--- src/design/periodic_task_timer_table_assert.svh ---
// Assertion macros used by the timer table top-level design file.
`ifndef PERIODIC_TASK_TIMER_TABLE_ASSERT_SVH
`define PERIODIC_TASK_TIMER_TABLE_ASSERT_SVH

// Same-cycle implication, disabled during reset.
`define PTT_ASSERT_NOW(label, ante, cons, msg) \
  label: assert property (@(posedge clk_i) disable iff (!rst_ni) (ante) |-> (cons)) \
    else $error(msg);

// Next-cycle implication, disabled during reset.
`define PTT_ASSERT_NEXT(label, ante, cons, msg) \
  label: assert property (@(posedge clk_i) disable iff (!rst_ni) (ante) |=> (cons)) \
    else $error(msg);

`endif

--- src/design/ptt_pkg.sv ---
// Types and codes shared by the periodic timer table modules.
package ptt_pkg;

  localparam logic [2:0] FUNC_ADD   = 3'd0;
  localparam logic [2:0] FUNC_START = 3'd1;
  localparam logic [2:0] FUNC_STOP  = 3'd2;
  localparam logic [2:0] FUNC_FAULT = 3'd3;
  localparam logic [2:0] FUNC_RESET = 3'd4;
  localparam logic [2:0] FUNC_TICK  = 3'd5;

  localparam logic [1:0] MODE_STOPPED = 2'd0;
  localparam logic [1:0] MODE_RUNNING = 2'd1;
  localparam logic [1:0] MODE_FAULTED = 2'd2;

  typedef struct packed {
    logic [1:0]  mode;
    logic [31:0] runs;
    logic [31:0] countdown;
    logic [31:0] period;
  } slot_entry_t;

  typedef struct packed {
    logic we;
    logic ok;
    logic fire;
  } alu_flags_t;

  typedef struct packed {
    logic        ok;
    logic [2:0]  slot;
    logic        fired;
    logic [31:0] runs;
    logic        last;
  } result_t;

endpackage

--- src/design/ptt_slot_mem.sv ---
// Slot table memory with one write port and one registered read port.
module ptt_slot_mem
  import ptt_pkg::*;
#(
  parameter int DEPTH = 8,
  parameter int AW    = 3
) (
  input  logic              clk_i,
  input  logic              we_i,
  input  logic [AW-1:0]     waddr_i,
  input  slot_entry_t       wdata_i,
  input  logic              re_i,
  input  logic [AW-1:0]     raddr_i,
  output slot_entry_t       rdata_o
);

  slot_entry_t mem_q [DEPTH];
  slot_entry_t rdata_q;

  always_ff @(posedge clk_i) begin
    if (we_i) begin
      mem_q[waddr_i] <= wdata_i;
    end
  end

  always_ff @(posedge clk_i) begin
    if (re_i) begin
      rdata_q <= mem_q[raddr_i];
    end
  end

  assign rdata_o = rdata_q;

endmodule

--- src/design/ptt_slot_alu.sv ---
// Shared slot update unit: applies one command or one tick step to a slot entry.
module ptt_slot_alu
  import ptt_pkg::*;
(
  input  logic [2:0]  func_i,
  input  logic        id_valid_i,
  input  logic        full_i,
  input  logic [31:0] period_i,
  input  slot_entry_t entry_i,
  output slot_entry_t entry_o,
  output alu_flags_t  flags_o
);

  logic [31:0] dec;

  assign dec = entry_i.countdown - 32'd1;

  always_comb begin
    entry_o = entry_i;
    flags_o = '0;
    case (func_i)
      FUNC_ADD: begin
        flags_o.ok      = (period_i != 32'd0) && !full_i;
        flags_o.we      = flags_o.ok;
        entry_o.mode    = MODE_STOPPED;
        entry_o.runs    = 32'd0;
        entry_o.countdown = period_i;
        entry_o.period  = period_i;
      end
      FUNC_START: begin
        flags_o.ok        = id_valid_i && (entry_i.mode != MODE_FAULTED);
        flags_o.we        = flags_o.ok;
        entry_o.countdown = entry_i.period;
        entry_o.mode      = MODE_RUNNING;
      end
      FUNC_STOP: begin
        flags_o.ok   = id_valid_i;
        flags_o.we   = flags_o.ok;
        entry_o.mode = MODE_STOPPED;
      end
      FUNC_FAULT: begin
        flags_o.ok   = id_valid_i;
        flags_o.we   = flags_o.ok;
        entry_o.mode = MODE_FAULTED;
      end
      FUNC_RESET: begin
        flags_o.ok        = id_valid_i;
        flags_o.we        = flags_o.ok;
        entry_o.countdown = entry_i.period;
        entry_o.mode      = MODE_STOPPED;
      end
      FUNC_TICK: begin
        flags_o.ok   = 1'b1;
        flags_o.we   = (entry_i.mode == MODE_RUNNING);
        flags_o.fire = flags_o.we && (dec == 32'd0);
        if (flags_o.fire) begin
          entry_o.countdown = entry_i.period;
          entry_o.runs      = entry_i.runs + 32'd1;
        end else begin
          entry_o.countdown = dec;
        end
      end
      default: begin
        flags_o = '0;
      end
    endcase
  end

endmodule

--- src/design/periodic_task_timer_table.sv ---
// Periodic timer table top level: sequencer, result registers and slot storage.
//
//   Channel  Direction  Contents
//   s_axis   in         tuser: func; tdata: slot_id, period
//   m_axis   out        tdata: ok, result_slot, fired, runs; tlast: last
//
// A command goes from transfer to result by accept with table read, then update once the output is free.
// A tick passes every added slot in turn through the update unit, reading each one
// through the single table read port.
// A stalled output holds the scan only when a second expiry is ready to report.
// Reset clears the sequencer and the slot count; the table needs no clearing pass.
module periodic_task_timer_table
  import ptt_pkg::*;
#(
  parameter int SLOTS = 8
) (
  input  logic        clk_i,
  input  logic        rst_ni,
  input  logic        s_axis_tvalid,
  output logic        s_axis_tready,
  input  logic [39:0] s_axis_tdata,  // slot_id [2:0], period [34:3], zeros [39:35]
  input  logic [2:0]  s_axis_tuser,  // func [2:0]
  output logic        m_axis_tvalid,
  input  logic        m_axis_tready,
  output logic [39:0] m_axis_tdata,  // ok [0], result_slot [3:1], fired [4], runs [36:5]
  output logic        m_axis_tlast
);

  `include "periodic_task_timer_table_assert.svh"

  localparam int IW = (SLOTS > 1) ? $clog2(SLOTS) : 1;
  localparam int CW = $clog2(SLOTS + 1);

  typedef enum logic [1:0] {
    ST_IDLE,
    ST_CMD,
    ST_SCAN,
    ST_FINISH
  } state_e;

  state_e        state_q, state_d;
  logic [IW-1:0] idx_q, idx_d;
  logic [CW-1:0] slots_used_q, slots_used_d;
  logic          hold_v_q, hold_v_d;
  logic          out_valid_q, out_valid_d;
  result_t       out_q, out_d;
  logic [2:0]    func_q, id_q;
  logic [31:0]   period_q;
  logic [2:0]    hold_slot_q;
  logic [31:0]   hold_runs_q;

  logic          in_acc, out_free, out_load, hold_load, stall, scan_end, id_valid, full;
  logic          mem_we, mem_re;
  logic [IW-1:0] mem_waddr, mem_raddr;
  slot_entry_t   mem_rdata, alu_entry;
  alu_flags_t    alu_flags;

  assign in_acc   = s_axis_tvalid && s_axis_tready;
  assign out_free = !out_valid_q || m_axis_tready;
  assign id_valid = ({29'd0, id_q} < 32'(slots_used_q));
  assign full     = (slots_used_q == CW'(SLOTS));
  assign scan_end = ((CW'(idx_q) + CW'(1)) == slots_used_q);
  assign stall    = alu_flags.fire && hold_v_q && !out_free;

  ptt_slot_mem #(
    .DEPTH(SLOTS),
    .AW   (IW)
  ) u_mem (
    .clk_i  (clk_i),
    .we_i   (mem_we),
    .waddr_i(mem_waddr),
    .wdata_i(alu_entry),
    .re_i   (mem_re),
    .raddr_i(mem_raddr),
    .rdata_o(mem_rdata)
  );

  ptt_slot_alu u_alu (
    .func_i    (func_q),
    .id_valid_i(id_valid),
    .full_i    (full),
    .period_i  (period_q),
    .entry_i   (mem_rdata),
    .entry_o   (alu_entry),
    .flags_o   (alu_flags)
  );

  always_comb begin
    state_d      = state_q;
    idx_d        = idx_q;
    slots_used_d = slots_used_q;
    hold_v_d     = hold_v_q;
    out_load     = 1'b0;
    out_d        = out_q;
    hold_load    = 1'b0;
    mem_re       = 1'b0;
    mem_raddr    = IW'(idx_q + IW'(1));
    mem_we       = 1'b0;
    mem_waddr    = idx_q;
    case (state_q)
      ST_IDLE: begin
        mem_re    = in_acc;
        mem_raddr = (s_axis_tuser == FUNC_TICK) ? '0 : IW'(s_axis_tdata[2:0]);
        idx_d     = '0;
        if (in_acc) begin
          if (s_axis_tuser == FUNC_TICK) begin
            state_d = (slots_used_q == '0) ? ST_FINISH : ST_SCAN;
          end else begin
            state_d = ST_CMD;
          end
        end
      end
      ST_CMD: begin
        mem_waddr = (func_q == FUNC_ADD) ? IW'(slots_used_q) : IW'(id_q);
        if (out_free) begin
          mem_we   = alu_flags.we;
          out_load = 1'b1;
          out_d    = '{ok: alu_flags.ok, slot: '0, fired: 1'b0, runs: '0, last: 1'b1};
          if ((func_q == FUNC_ADD) && alu_flags.ok) begin
            out_d.slot   = 3'(slots_used_q);
            slots_used_d = slots_used_q + CW'(1);
          end
          state_d = ST_IDLE;
        end
      end
      ST_SCAN: begin
        if (!stall) begin
          mem_we = alu_flags.we;
          if (alu_flags.fire) begin
            hold_load = 1'b1;
            hold_v_d  = 1'b1;
            if (hold_v_q) begin
              out_load = 1'b1;
              out_d    = '{ok: 1'b1, slot: hold_slot_q, fired: 1'b1,
                           runs: hold_runs_q, last: 1'b0};
            end
          end
          if (scan_end) begin
            state_d = ST_FINISH;
          end else begin
            mem_re = 1'b1;
            idx_d  = IW'(idx_q + IW'(1));
          end
        end
      end
      ST_FINISH: begin
        if (out_free) begin
          out_load = 1'b1;
          if (hold_v_q) begin
            out_d = '{ok: 1'b1, slot: hold_slot_q, fired: 1'b1,
                      runs: hold_runs_q, last: 1'b1};
          end else begin
            out_d = '{ok: 1'b1, slot: '0, fired: 1'b0, runs: '0, last: 1'b1};
          end
          hold_v_d = 1'b0;
          state_d  = ST_IDLE;
        end
      end
      default: begin
        state_d = ST_IDLE;
      end
    endcase
    out_valid_d = out_load || (out_valid_q && !m_axis_tready);
  end

  always_ff @(posedge clk_i or negedge rst_ni) begin
    if (!rst_ni) begin
      state_q      <= ST_IDLE;
      idx_q        <= '0;
      slots_used_q <= '0;
      hold_v_q     <= 1'b0;
      out_valid_q  <= 1'b0;
    end else begin
      state_q      <= state_d;
      idx_q        <= idx_d;
      slots_used_q <= slots_used_d;
      hold_v_q     <= hold_v_d;
      out_valid_q  <= out_valid_d;
    end
  end

  always_ff @(posedge clk_i) begin
    out_q <= out_d;
    if (in_acc) begin
      func_q   <= s_axis_tuser;
      id_q     <= s_axis_tdata[2:0];
      period_q <= s_axis_tdata[34:3];
    end
    if (hold_load) begin
      hold_slot_q <= 3'(idx_q);
      hold_runs_q <= alu_entry.runs;
    end
  end

  assign s_axis_tready = (state_q == ST_IDLE);
  assign m_axis_tvalid = out_valid_q;
  assign m_axis_tdata  = {3'd0, out_q.runs, out_q.fired, out_q.slot, out_q.ok};
  assign m_axis_tlast  = out_q.last;

  `PTT_ASSERT_NOW(a_idle_no_pending, s_axis_tready, !hold_v_q,
                  "An expiry is still pending while the block is idle.")
  `PTT_ASSERT_NOW(a_count_in_range, 1'b1, slots_used_q <= CW'(SLOTS),
                  "The slot count exceeds the table depth.")
  `PTT_ASSERT_NOW(a_no_write_idle, mem_we, state_q != ST_IDLE,
                  "The slot table is written while the block is idle.")
  `PTT_ASSERT_NEXT(a_finish_done, (state_q == ST_FINISH) && out_free, state_q == ST_IDLE,
                   "A finished tick did not return the sequencer to idle.")

endmodule

--- config.mk ---
export PLATFORM = sky130hd
export DESIGN_NAME = periodic_task_timer_table
export DESIGN_NICKNAME = d
export VERILOG_FILES = /design/src/design/ptt_pkg.sv /design/src/design/ptt_slot_mem.sv /design/src/design/ptt_slot_alu.sv /design/src/design/periodic_task_timer_table.sv
export VERILOG_INCLUDE_DIRS = /design/src /design/src/design
export SDC_FILE = /design/constraint.sdc
export NUM_CORES = 1
export LEC_CHECK = 0
export BUFFER_PORTS_ARGS = -buffer_cell sky130_fd_sc_hd__buf_2
export CAP_MARGIN = 20
export CORE_MARGIN = 3
export CORE_UTILIZATION = 40
export DETAILED_ROUTE_END_ITERATION = 6
export PLACE_DENSITY = 0.64
export SETUP_SLACK_MARGIN = 0.3
export SYNTH_ARGS = -nofsm -noshare
export SYNTH_HDL_FRONTEND = slang
export SYNTH_SLANG_ARGS = --single-unit
--- constraint.sdc ---
create_clock -name clk_i -period 14.2 [get_ports clk_i]
set_input_delay 1.42 -clock clk_i [delete_from_list [all_inputs] [get_ports clk_i]]
set_output_delay 1.42 -clock clk_i [all_outputs]
set_load 0.01 [all_outputs]
==> summary.md <==
| Metric | Value |
|---|---|
| Failing checks | `DRC` |
| Max-slew violation count | `0` |
| Port Buffers | `81` |
| Clock latency on the worst-skew pair | `0.69 ns` |
| Worst Hold Class | `register to register` |
| Wire per inst | `21.0 microns` |
| Die Y | `329 microns` |
| Ratio of cells with drive above 1 in the final layout | `8.53%` |
| Critical R2R Launch | `u_mem.rdata_o[32]` |
| Pwr Total | `10.8 mW` |
| CP Launch Type | `register` |
| Syn avg cell area | `12.0 sq um` |
| Sequential-to-total area share from yosys stat | `71.9%` |
| Number of global-route vias before repair | `26001` |
| Worst endpoint required time | `14.48 ns` |
| First-pass iteration count of the detailed router | `7` |
| CTS tree | `built` |
| Core Region | `103000 sq um` |
| Predominant post-synthesis flop cell | `edfxtp_1` |
| Reg2reg end | `u_mem.mem_q[3][6]` |
| VDD IR max | `322 uV` |
| Pleak | `16.6 nW` |
| DP Area | `43600 sq um` |
| Worst hold stages | `1` |
| Routability Congestion | `0.897` |
| Post-CTS setup repair buffer count | `0` |
| Clock Sinks | `1004` |
| DPL Wire Length | `55.7 mm` |
| Netlist Area Pre-Place | `41800 sq um` |
| Synth Register Bits | `1004` |
| Crit. End Element | `register` |
| Post-synthesis compound-gate area fraction | `3.97%` |
| Synth Area in Adders | `0.419%` |
| Post-route cell area | `46700 sq um` |
| Pwr Density | `230 nW/um^2` |
| HP Start | `hold_runs_q[18]` |
| CP max FO | `54` |
| Vias | `27147` |
| Chip width | `329 microns` |
| Clock Skew | `0.0346 ns` |
| Layout net count | `3554` |
| Total GRT Usage | `19.0%` |
| WS Path Type | `register to register` |
| Largest net degree at the start of global routing | `197` |
| Total Neg Setup Slack | `0 ns` |
| Status | `finished with violations` |
| Finish-stage setup viols | `0` |
| Die Footprint | `108000 sq um` |
| Initial antenna violation count | `2` |
| GRT overflow | `0` |
| IO Pins | `90` |
| Async SR Flop Fraction | `1.10%` |
| Critical path arrival | `6.75 ns` |
| Post-Synth Simple-Gate Area | `19.7%` |
| Clk buf depth | `3` |
| Post-Synth XOR/XNOR Area | `0.293%` |
| Post-synth top area share | `71.3%` |
| Yosys cell types | `75` |
| Worst R2R Path Depth | `12` |
| ANT nets after route | `0` |
| Synthesis-to-finish area growth | `11.7%` |
| Setup slack, reg-to-reg | `7.73 ns` |
| Reg clk slew, reported paths | `0.06 ns` |
| CTS H-tree depth | `3` |
| Final period util | `45.6%` |
| Drt drc | `1` |
| Final min period | `6.47 ns` |
| Top cells by area, synth | `edfxtp_1 (71%), nand2_1 (9.6%), nand3_1 (6.4%), clkbuf_1 (1.7%), o21ai_0 (1.6%)` |
| Starting Density | `40.7%` |
| Most frequent cells after synthesis | `nand2_1 (1074), edfxtp_1 (993), nand3_1 (536)` |
| Largest area contributor in the netlist | `edfxtp_1` |
| Relative slew slack | `23.4%` |
| Count leader, synth | `nand2_1` |
| Row cnt | `117` |
| Worst-Margin Slew | `1.14 ns` |
| Vias per cell | `5.49` |
| Number of synthesis warnings | `0` |
| Synthesized instance count | `3474` |
| Main combinational cell family by area after synthesis | `simple AND/OR/NAND/NOR gates` |
| Fmax achieved | `155 MHz` |
| Number of gates resized after cts | `0` |
| WHS Endpoint | `m_axis_tdata[23]` |
| Post-synth EDFFs | `993` |
| Max-cap viol count | `0` |
| Drt total wl | `104 mm` |
| First-pass GRT wire length | `158 mm` |
| Multiplexer share of the synthesized area | `1.39%` |
| Clock Root Buffer | `clkbuf_16` |
| RSZ-0062 raised after global routing | `no` |
| CTS buffer count | `100` |
| Starting DRT DRC Count | `2816` |
| Hold buffers post-CTS | `0` |
| Final hold vios | `0` |
==> placed cells by master, fill, tap and decap left out, drive strengths merged, types with 5 or more instances in the layout <==
cell | Yosys | final
nand2b | 5 | 5
mux2i | 56 | 56
ha | 14 | 14
xnor2 | 12 | 12
nor2 | 78 | 78
dfrtp | 11 | 11
o21a | 5 | 5
and3 | 6 | 6
bufinv | 0 | 5
clkinv | 1 | 55
a21oi | 26 | 26
buf | 20 | 128
nand2 | 1074 | 1074
or3 | 7 | 7
a21o | 5 | 5
edfxtp | 993 | 993
and4 | 9 | 9
nand4 | 27 | 27
a22oi | 9 | 9
clkbuf | 194 | 122
o211ai | 10 | 10
a31oi | 19 | 19
and2 | 40 | 40
nor4 | 31 | 31
or4 | 8 | 8
a211oi | 7 | 7
nand3 | 536 | 536
o21ai | 138 | 138
inv | 23 | 26
a221oi | 6 | 6
nor3 | 32 | 32
nor2b | 8 | 8
==> critical path, stage by stage (launching register included) <==
cell,delay (ns)
edfxtp_1,0.52
inv_1,0.12
ha_1,0.34
nor3b_1,0.68
nand4_1,0.60
nor4_1,0.70
a211o_1,0.25
nor3_2,0.09
nand3_1,0.18
a22oi_2,0.29
nor2_4,0.81
buf_4,0.54
buf_4,0.83
==> cells by family (layout without fill, tap and decap cells) <==
group	Yosys count	count (layout)
and+or+nand+nor	1876	1876
DFF	1004	1004
AOI/OAI and AO/OA	269	269
buffers and inverters	238	338
muxes	58	58
adders and majority gates	14	14
xor gates and xnor gates	14	14
other	1	5
==> registers in the layout, indices dropped and copies added (netlist names), 2 cells and up <==
| name | count |
|---|---|
| u_mem.mem_q | 784 |
| u_mem.rdata_o | 98 |
| m_axis_tdata | 37 |
| hold_runs_q | 32 |
| period_q | 32 |
| slots_used_q | 4 |
| func_q | 3 |
| hold_slot_q | 3 |
| id_q | 3 |
| idx_q | 3 |
| state_q | 2 |
==> stage by stage <==
step | instances | setup slack (ns) | hold WS (ns) | utilization [%]
3_3_place_gp | 4758 | 7.92 | 0.501 | 42.4
4_1_cts | 4943 | 7.80 | 0.494 | 45.5
2_1_floorplan | 3476 | 6.70 | 0.497 | -
6_report | 4946 | 7.73 | 0.489 | 45.5
3_5_place_dp | 4758 | 7.84 | 0.505 | 42.4
5_1_grt | 4944 | 7.42 | 0.531 | 45.5
==> per-layer routing <==
layer | wire length (microns) | GRT usage [%] | vias to the layer above
li1 | - | - | 12585
met1 | 44000 | 26.3 | 13243
met2 | 48000 | 30.1 | 1117
met3 | 8060 | 3.03 | 202
met4 | 3680 | 7.46 | 0
met5 | 0 | 0 | -
==> where the power goes <==
part | switching [mW] | leakage, nW | internal [mW]
registers | 0.329 | 9.20 | 4.24
clock network | 1.11 | 1.54 | 1.41
logic | 2.67 | 5.85 | 1.01
==> worst max path at each step <==
stage                      start            endpoint  slack [ns]  depth (start not counted)
3_5_place_dp   u_mem.rdata_o[32]  u_mem.mem_q[3][12]        7.84                         12
6_report       u_mem.rdata_o[32]   u_mem.mem_q[3][6]        7.73                         12
3_3_place_gp   u_mem.rdata_o[32]  u_mem.mem_q[3][15]        7.92                         12
2_1_floorplan  u_mem.rdata_o[32]   u_mem.mem_q[5][0]        6.70                         14
4_1_cts        u_mem.rdata_o[32]  u_mem.mem_q[3][18]        7.80                         12
5_1_grt        u_mem.rdata_o[32]  u_mem.mem_q[3][15]        7.42                         12
==> final cells by class <==
class	count	area, sq um
inverter	24	90.1
multi-input combinational	2234	10900
timing repair buffer	129	791
clock buffer	121	2640
sequential	1004	30100
clock inverter	64	462
fill	9195	56000
tap	1368	1710
antenna	2	5.00
Note: power is estimated with default switching activity, not from simulation.
